==> config.mk <==
export PLATFORM = sky130hd
export DESIGN_NAME = lqsu_ctrl
export DESIGN_NICKNAME = d
export VERILOG_FILES = /design/src/sv/lqsu_pkg.sv /design/src/sv/lqsu_ctrl.sv
export SDC_FILE = /design/constraint.sdc
export NUM_CORES = 1
export LEC_CHECK = 0
export ABC_CLOCK_PERIOD_IN_PS = 1290
export BUFFER_PORTS_ARGS = -buffer_cell sky130_fd_sc_hd__buf_4
export CAP_MARGIN = 20
export CORE_AREA = 2 2 39 41
export CTS_BUF_LIST = sky130_fd_sc_hd__clkbuf_4 sky130_fd_sc_hd__clkbuf_8 sky130_fd_sc_hd__clkbuf_16
export DETAILED_ROUTE_END_ITERATION = 16
export DIE_AREA = 0 0 41 43
export GPL_TIMING_DRIVEN = 0
export PLACE_DENSITY = 0.53
export SLEW_MARGIN = 5
export SYNTH_ARGS = -nofsm -noshare
export SYNTH_HDL_FRONTEND = slang
export SYNTH_SLANG_ARGS = --single-unit
export TNS_END_PERCENT = 100
==> constraint.sdc <==
create_clock -name clk -period 1.29 [get_ports clk]
set_input_delay 0.0645 -clock clk [delete_from_list [all_inputs] [get_ports clk]]
set_output_delay 0.0645 -clock clk [all_outputs]
set_load 0.02 [all_outputs]
==> src/sv/lqsu_pkg.sv <==
// Shared types and constants for the linear queue with search and update.
package lqsu_pkg;

    localparam int WORD_W = 32;
    localparam int IDX_W  = 7;
    localparam int CAP_W  = 8;
    localparam int OP_W   = 2;
    localparam int ST_W   = 2;

    localparam logic [OP_W-1:0] OP_ENQ    = 2'd0;
    localparam logic [OP_W-1:0] OP_DEQ    = 2'd1;
    localparam logic [OP_W-1:0] OP_SEARCH = 2'd2;
    localparam logic [OP_W-1:0] OP_UPDATE = 2'd3;

    localparam logic [ST_W-1:0] ST_OK        = 2'd0;
    localparam logic [ST_W-1:0] ST_OVERFLOW  = 2'd1;
    localparam logic [ST_W-1:0] ST_EMPTY     = 2'd2;
    localparam logic [ST_W-1:0] ST_NOT_FOUND = 2'd3;

    localparam logic [CAP_W-1:0] CAP_RESET = 8'd128;

    typedef struct packed {
        logic capture;
        logic set_ovf;
        logic set_empty;
        logic set_notfound;
        logic enq_write;
        logic rd_head;
        logic deq_take;
        logic scan_start;
        logic scan_step;
        logic found;
        logic load_out;
    } lqsu_cmd_t;

    typedef struct packed {
        logic [OP_W-1:0] op;
        logic            empty;
        logic            full;
        logic            match;
        logic            scan_done;
    } lqsu_sts_t;

endpackage

==> src/sv/lqsu_ctrl.sv <==
// Sequencer for the queue: one item at a time, output register release.
module lqsu_ctrl
    import lqsu_pkg::*;
(
    input  logic      clk,
    input  logic      rst_n,
    input  logic      in_valid,
    output logic      in_stall,
    output logic      out_valid,
    input  logic      out_stall,
    input  lqsu_sts_t sts,
    output lqsu_cmd_t cmd
);

    localparam logic [2:0] S_IDLE = 3'd0;
    localparam logic [2:0] S_EXEC = 3'd1;
    localparam logic [2:0] S_DEQ  = 3'd2;
    localparam logic [2:0] S_SCAN = 3'd3;
    localparam logic [2:0] S_HEAD = 3'd4;
    localparam logic [2:0] S_RES  = 3'd5;

    logic [2:0] state_reg;
    logic [2:0] state_next;
    logic       out_valid_reg;
    logic       out_valid_next;

    always_comb
    begin
        state_next = state_reg;
        cmd        = '0;
        in_stall   = 1'b1;
        case (state_reg)
            S_IDLE:
            begin
                in_stall = 1'b0;
                if (in_valid)
                begin
                    cmd.capture = 1'b1;
                    state_next  = S_EXEC;
                end
            end
            S_EXEC:
            begin
                case (sts.op)
                    OP_ENQ:
                    begin
                        if (sts.full)
                            cmd.set_ovf = 1'b1;
                        else
                            cmd.enq_write = 1'b1;
                        state_next = S_HEAD;
                    end
                    OP_DEQ:
                    begin
                        if (sts.empty)
                        begin
                            cmd.set_empty = 1'b1;
                            state_next    = S_HEAD;
                        end
                        else
                        begin
                            cmd.rd_head = 1'b1;
                            state_next  = S_DEQ;
                        end
                    end
                    default:
                    begin
                        if (sts.empty)
                        begin
                            cmd.set_empty = 1'b1;
                            state_next    = S_HEAD;
                        end
                        else
                        begin
                            cmd.scan_start = 1'b1;
                            state_next     = S_SCAN;
                        end
                    end
                endcase
            end
            S_DEQ:
            begin
                cmd.deq_take = 1'b1;
                state_next   = S_HEAD;
            end
            S_SCAN:
            begin
                cmd.scan_step = 1'b1;
                if (sts.match)
                begin
                    cmd.found  = 1'b1;
                    state_next = S_HEAD;
                end
                else if (sts.scan_done)
                begin
                    cmd.set_notfound = 1'b1;
                    state_next       = S_HEAD;
                end
            end
            S_HEAD:
            begin
                // head word read; data lands in the read register next cycle
                cmd.rd_head = 1'b1;
                state_next  = S_RES;
            end
            S_RES:
            begin
                if (!out_valid_reg || !out_stall)
                begin
                    cmd.load_out = 1'b1;
                    state_next   = S_IDLE;
                end
            end
            default:
            begin
                state_next = S_IDLE;
            end
        endcase
    end

    assign out_valid_next = cmd.load_out | (out_valid_reg & out_stall);
    assign out_valid      = out_valid_reg;

    always_ff @(posedge clk or negedge rst_n)
    begin
        if (!rst_n)
        begin
            state_reg     <= S_IDLE;
            out_valid_reg <= 1'b0;
        end
        else
        begin
            state_reg     <= state_next;
            out_valid_reg <= out_valid_next;
        end
    end

    // never overwrite a result that is still waiting for its transfer
    a_no_overwrite: assert property (@(posedge clk) disable iff (!rst_n)
        cmd.load_out |-> !(out_valid_reg && out_stall))
        else $error("result register overwritten while stalled");

    a_capture_exec: assert property (@(posedge clk) disable iff (!rst_n)
        cmd.capture |=> (state_reg == S_EXEC))
        else $error("accepted item not executed");

    a_valid_hold: assert property (@(posedge clk) disable iff (!rst_n)
        (out_valid_reg && out_stall) |=> out_valid_reg)
        else $error("result dropped while stalled");

endmodule

==> key figures, run 1 <==
Global routing
  • Vias in the first global route: 398
  • Initial antenna violation count: 0
  • Met2 Use GR: 18.44%
  • First-pass GRT wire length: 1.552 mm
  • GR met1 Demand/Resource: 16.99%
  • Most crowded layer after global routing: met2
  • Grt ovf: 0
  • Overall Global Routing Usage: 13.12%
  • Largest net degree at the start of global routing: 10
  • GR Util met3: 3.665%

Worst setup path
  • WP data arrival: 1330 ps
  • WP buf/inv: 2
  • Worst endpoint required time: 1230 ps
  • Critical Path Sink Type: primary output
  • Top delay family on crit path: simple AND/OR/NAND/NOR gates
  • Crit-path slowest cell: or3_4
  • Crit-path max FO: 7
  • Most numerous cell on the critical path: buf_6
  • Max stage delay on crit path: 400 ps
  • Setup CP Type: reg2out
  • Crit-path cells: buf_6 -> or3_4 -> nor2_4 -> buf_6
  • Startpoint types: register

Layout
  • Non-filler cells, final: 92
  • Sequential cell area: 101.3 um2
  • Filler cells: 144
  • Final instance area: 686.9 um2
  • Synth-to-layout area growth: 104.9%
  • Diode count: 0
  • Area of the multi-input gates: 255.2 um2
  • Final Util: 49.64%
  • Share of layout cells above drive strength 1: 59.21%
  • Max FFs per register: 3
  • Final Net Count: 88

Timing
  • Fin. max-slew vios: 0
  • Worst hold slack: 31.42 ps
  • Worst clock skew: 1.141 ps
  • Final hold vios: 0
  • Fmax: 714.6 MHz
  • Least-Margin Pin Slew: 219.4 ps
  • Final min period: 1399 ps
  • Setup Viol. Count Final: 10
  • Final worst-path cycle share: 108.5%
  • Setup slack after layout: -109.4 ps
  • Rel. slew slack: 85.14%
  • Unrepaired setup endpoints after global routing: true

Routing
  • # DRC: 0
  • Post-DRT Antenna Nets: 0
  • Routed len/inst: 11.03 um
  • Initial DRC count: 3
  • Via-to-Cell Ratio: 4.793
  • Via Count: 441
  • First-pass iteration count of the detailed router: 3
  • Post-Route WL: 1.015 mm

Place
  • HPWL after DPL: 649.9 um
  • GPL Wtd Cong: 0.7048
  • Placed instance area: 528.0 um2
  • Port Buffer Count: 22
  • Placed cells: 81

Floorplanning
  • Die width: 41 um
  • Core Rows: 14
  • Area of the die: 1763 um2
  • Initial Utilization: 24.23%
  • Die height: 43 um
  • Core Footprint: 1384 um2
  • I/O pins: 23

Power
  • Seq pwr share: 16.1%
  • Peak supply drop: 738.3 uV
  • Combinational share of power: 72.9%
  • Power Total: 1.408 mW
  • Net Switching: 0.5609 mW
  • Total power density per cell area: 2050 nW/um2
  • Leakage power: 0.3518 nW
  • Clk pwr share: 11.0%
  • Sw Ratio: 39.84%
  • Int Pwr: 0.8472 mW

Yosys
  • Syn_area_per_cell: 7.798 um2
  • Mapped Area: 335.3 um2
  • Flops & latches, synth: 4
  • Post-synthesis cell count: 43
  • Post-synthesis sequential area ratio: 29.85%
  • Synth warnings: 0
  • Synth cell types: 25
  • Post-Syn Nets: 53

Clock tree
  • Max clock buf depth: 2
  • CTS root buffer: clkbuf_4
  • Clock-pin slew on the worst setup and hold paths: 40 ps
  • CTS tree: done
  • CTS buffer count: 3
  • Clock Latency Late Sink: 230 ps
  • Clk sinks: 4
  • H-tree Lvls: 1

Hold path
  • Hold/Removal Path Class: in2reg

Outcome
  • Status: complete, but fails checks
  • Failing checks: negative setup slack

Job
  • Max Cap Viol: 0
[cells by family after synthesis]
group / Yosys count / share of synthesized area [%]
AOI/OAI and AO/OA: 9 / 19.03
and+or+nand+nor: 26 / 45.15
DFF: 4 / 29.85
buffers and inverters: 4 / 5.970
[cell usage after synthesis]
library cell  number  area share [%]
nor2_1             6             6.7
dfrtp_1            4              30
nand2_1            4             4.5
nor2b_1            3             5.6
a21oi_1            2             3.0
and3_1             2             3.7
and3b_1            2             5.2
inv_1              2             2.2
o21ai_1            2             3.0
a21bo_1            1             3.0
a21boi_0           1             2.2
a221o_1            1             3.0
and2_1             1             1.9
buf_2              1             1.5
buf_4              1             2.2
nand2b_1           1             1.9
nand3b_1           1             2.2
nand4b_1           1             2.6
nor2_2             1             1.9
nor3_1             1             1.5
nor3b_2            1             3.7
o21bai_1           1             2.2
o311ai_1           1             2.6
or2_0              1             1.9
or3_1              1             1.9
[final timing paths]
| kind | from | endpoint | slack [ps] | cells after the start |
|---|---|---|---|---|
| worst max register to register | state_reg[2] | state_reg[2] | 10 | 4 |
| worst max-delay path | state_reg[2] | cmd[10] | -110 | 4 |
| min in group asynchronous | rst_n | state_reg[0] | 160 | 2 |
| worst min register to register | out_valid | out_valid | 520 | 2 |
| max in group asynchronous | rst_n | state_reg[1] | 1020 | 2 |
| worst min-delay path | sts[3] | state_reg[1] | 30 | 2 |
[cells in the final DEF (no fill, tap or decap), types with 2 or more instances in the layout]
cell type / instances
and3_1: 2
buf_4: 21
buf_6: 10
clkbuf_4: 3
dfrtp_1: 3
inv_1: 2
nand2_1: 4
nor2_1: 5
nor2b_1: 2
[final cells by class]
class | count | share of cell area [%]
plain buffers | 2 | 3.279
clock buffers | 3 | 3.279
inverters | 2 | 1.093
multi-input cells | 35 | 37.16
flip-flops and latches | 4 | 14.75
well taps | 16 | 2.914
repair buffers | 30 | 37.52
[stage by stage]
stage                     setup TNS, ps  setup WS [ps]
after global routing              -1113         -147.1
after CTS                        -610.1         -111.8
after floorplan                       0          29.74
final                            -539.7         -109.4
after global placement                0          57.30
after detailed placement              0          54.13
[per-layer routing]
layer | up-vias | routed length (um)
met5 | - | 0
met4 | 0 | 9
met3 | 2 | 65
met2 | 15 | 537
met1 | 210 | 403
li1 | 214 | -
[repair_timing]
item,CTS,global route
setup endpoints to repair,9,13
hold buffers,1,0
gates resized for setup,13,7
pin swaps,4,8
setup buffers,3,4
endpoints found under the hold margin,4,0
gates cloned,0,0
[power by group through the flow]
stage | clock [mW] | combinational (mW) | sequential [mW]
2_1_floorplan | 0 | 0.467 | 0.227
4_1_cts | 0.156 | 0.868 | 0.230
3_3_place_gp | 0 | 0.717 | 0.218
3_5_place_dp | 0 | 0.717 | 0.220
5_1_grt | 0.160 | 1.10 | 0.237
6_report | 0.154 | 1.03 | 0.227
No activity file was read; power rests on OpenSTA's default activity.
==> run 2, diff against run 1 <==
--- a/config.mk
+++ b/config.mk
@@ -5,7 +5,7 @@
 export SDC_FILE = /design/constraint.sdc
 export NUM_CORES = 1
 export LEC_CHECK = 0
-export ABC_CLOCK_PERIOD_IN_PS = 1290
+export ABC_CLOCK_PERIOD_IN_PS = 1550
 export BUFFER_PORTS_ARGS = -buffer_cell sky130_fd_sc_hd__buf_4
 export CAP_MARGIN = 20
 export CORE_AREA = 2 2 39 41
==> constraint.sdc (replaced) <==
create_clock -name clk -period 1.55 [get_ports clk]
set_input_delay 0.0775 -clock clk [delete_from_list [all_inputs] [get_ports clk]]
set_output_delay 0.0775 -clock clk [all_outputs]
set_load 0.02 [all_outputs]
==> run 2 against run 1 <==
  * The run now ends clean
  * Critical path type unchanged
  * Clock power is 14% lower
  * Non-clock buffer count is 7 lower
  * Critical path depth stayed put
  * Cell count is 7.6% lower
  * Critical endpoint unchanged
  * Power is 34% lower
==> key figures, run 2 (synthesis results as in run 1) <==
Routing
  • Routed len/inst: 10.55 um (-4.3%)
  • Via-to-Cell Ratio: 4.659 (-2.8%)
  • Initial DRC count: 4 (+1)
  • Post-DRT Antenna Nets: 0 (unchanged)
  • First-pass iteration count of the detailed router: 2 (-1)
  • Post-Route WL: 897 um (-12%)
  • # DRC: 0 (unchanged)
  • Via Count: 396 (-10%)

Global routing
  • Grt ovf: 0 (unchanged)
  • Initial antenna violation count: 0 (unchanged)
  • Vias in the first global route: 372 (-6.5%)
  • Largest net degree at the start of global routing: 11 (+1)
  • First-pass GRT wire length: 1.449 mm (-6.6%)
  • Overall Global Routing Usage: 11.96% (-1.2 points)

Timing
  • Setup Viol. Count Final: 0 (-10)
  • Rel. slew slack: 81.43% (-3.7 points)
  • Final worst-path cycle share: 95.52%
  • Setup TNS: 0 ps (+539.7 ps)
  • Worst clock skew: 3.302 ps (+2.161 ps)
  • Fmax: 675.4 MHz
  • Unrepaired setup endpoints after global routing: false
  • Worst hold slack: 39.56 ps (+8.140 ps)
  • Final min period: 1481 ps
  • Least-Margin Pin Slew: 278.5 ps (+59.14 ps)
  • Final hold vios: 0 (unchanged)
  • Fin. max-slew vios: 0 (unchanged)

Layout
  • Final instance area: 565.5 um2 (-18%)
  • Most frequent cells in the layout: 24 x buf_4, 6 x nor2_1, 4 x nand2_1, 4 x dfrtp_1
  • Share of layout cells above drive strength 1: 43.48% (-16 points)
  • Most common cell after layout, fill and taps aside: buf_4
  • Final Net Count: 81 (-8.0%)
  • Max FFs per register: 3 (unchanged)
  • Synth-to-layout area growth: 68.66%
  • Non-filler cells, final: 85 (-7.6%)
  • Diode count: 0 (unchanged)
  • Filler cells: 166 (+15%)

Job
  • Max Cap Viol: 0 (unchanged)

Clock tree
  • Clock-pin slew on the worst setup and hold paths: 40 ps (about the same)
  • Setup Buffers After CTS: 0 (-3)
  • Clock Latency Late Sink: 240 ps (about the same)
  • CTS root buffer: clkbuf_4
  • Clk sinks: 4 (unchanged)
  • Max clock buf depth: 2 (unchanged)
  • H-tree Lvls: 1 (unchanged)
  • CTS buffer count: 3 (unchanged)
  • CTS tree: done

Floorplanning
  • Core Rows: 14 (unchanged)
  • Initial Utilization: 24.23% (unchanged)
  • Die height: 43 um (unchanged)
  • Core Footprint: 1384 um2 (unchanged)
  • Die width: 41 um (unchanged)
  • Area of the die: 1763 um2 (unchanged)
  • I/O pins: 23 (unchanged)

Worst setup path
  • Setup CP Type: reg2out
  • Crit-path max FO: 10 (+3)
  • Most numerous cell on the critical path: buf_4
  • Crit-path slowest cell: or3_1
  • WP buf/inv: 2 (unchanged)
  • Max stage delay on crit path: 390 ps (about the same)
  • Crit-path cells: buf_4 -> or3_1 -> nor2_1 -> buf_4
  • Top delay family on crit path: simple AND/OR/NAND/NOR gates
  • WP data arrival: 1400 ps (+70 ps)
  • Worst endpoint required time: 1470 ps (+240 ps)
  • Critical Path Sink Type: primary output
  • Startpoint types: register

Power
  • Power Total: 0.9305 mW (-34%)
  • Peak supply drop: 733.9 uV (-0.60%)
  • Leakage power: 0.3018 nW (-14%)
  • Total power density per cell area: 1645 nW/um2 (-20%)

Place
  • Placed cells: 81 (unchanged)
  • Port Buffer Count: 22 (unchanged)
  • HPWL after DPL: 681.7 um (+4.9%)
  • Placed instance area: 520.5 um2 (-1.4%)
  • GPL Wtd Cong: 0.7112 (+0.91%)

Outcome
  • Status: finished, final reports clean

Hold path
  • Hold/Removal Path Class: in2reg
## run 2: repair_timing
action / CTS / global route
resized for setup: 0 / 4
hold buffers: 1 / 0
endpoints found under the hold margin: 4 / 0
setup endpoints to repair: 0 / 1
## run 2: area by class of cell
class,instances,area (um2),area share (%)
Timing Repair Buffer,23,175.2,30.97
Sequential cell,4,100.1,17.70
Tap cell,16,20.02,3.540
Inverter,2,7.507,1.327
Multi-Input combinational cell,35,225.2,39.82
Clock buffer,3,22.52,3.982
Buffer,2,15.01,2.655
## run 2: where the power goes
| group | leakage, nW | switching [mW] | internal (mW) | total (mW) |
|---|---|---|---|---|
| Clock | 0.0138 | 0.0461 | 0.0868 | 0.133 |
| Sequential | 0.0504 | 0.0341 | 0.150 | 0.184 |
| Combinational | 0.238 | 0.316 | 0.297 | 0.613 |
## run 2: per-stage QoR
stage / setup WS [ps] / util, %
floorplan: 158.4 / -
global placement: 323.3 / 37.61
detailed placement: 312.5 / 37.61
CTS: 54.24 / 39.96
global route: 11.26 / 40.87
finish: 69.41 / 40.87
## run 2: path summary, 6_finish.rpt
path	to	cells past startpoint	slack [ps]	startpoint
min in group asynchronous	out_valid	2	170	rst_n
max	cmd[10]	4	70	state_reg[0]
max in group asynchronous	state_reg[0]	2	1280	rst_n
min reg2reg	out_valid	2	500	out_valid
max reg2reg	state_reg[2]	3	350	state_reg[1]
min	state_reg[1]	2	40	sts[3]
## run 2: metal layers
layer | vias to the layer above | GRT usage [%] | wire length [um]
met4 | 0 | 2.000 | 0
li1 | 205 | - | -
met3 | 0 | 6.283 | 82
met2 | 18 | 18.44 | 430
met5 | - | 0 | 0
met1 | 173 | 14.52 | 384
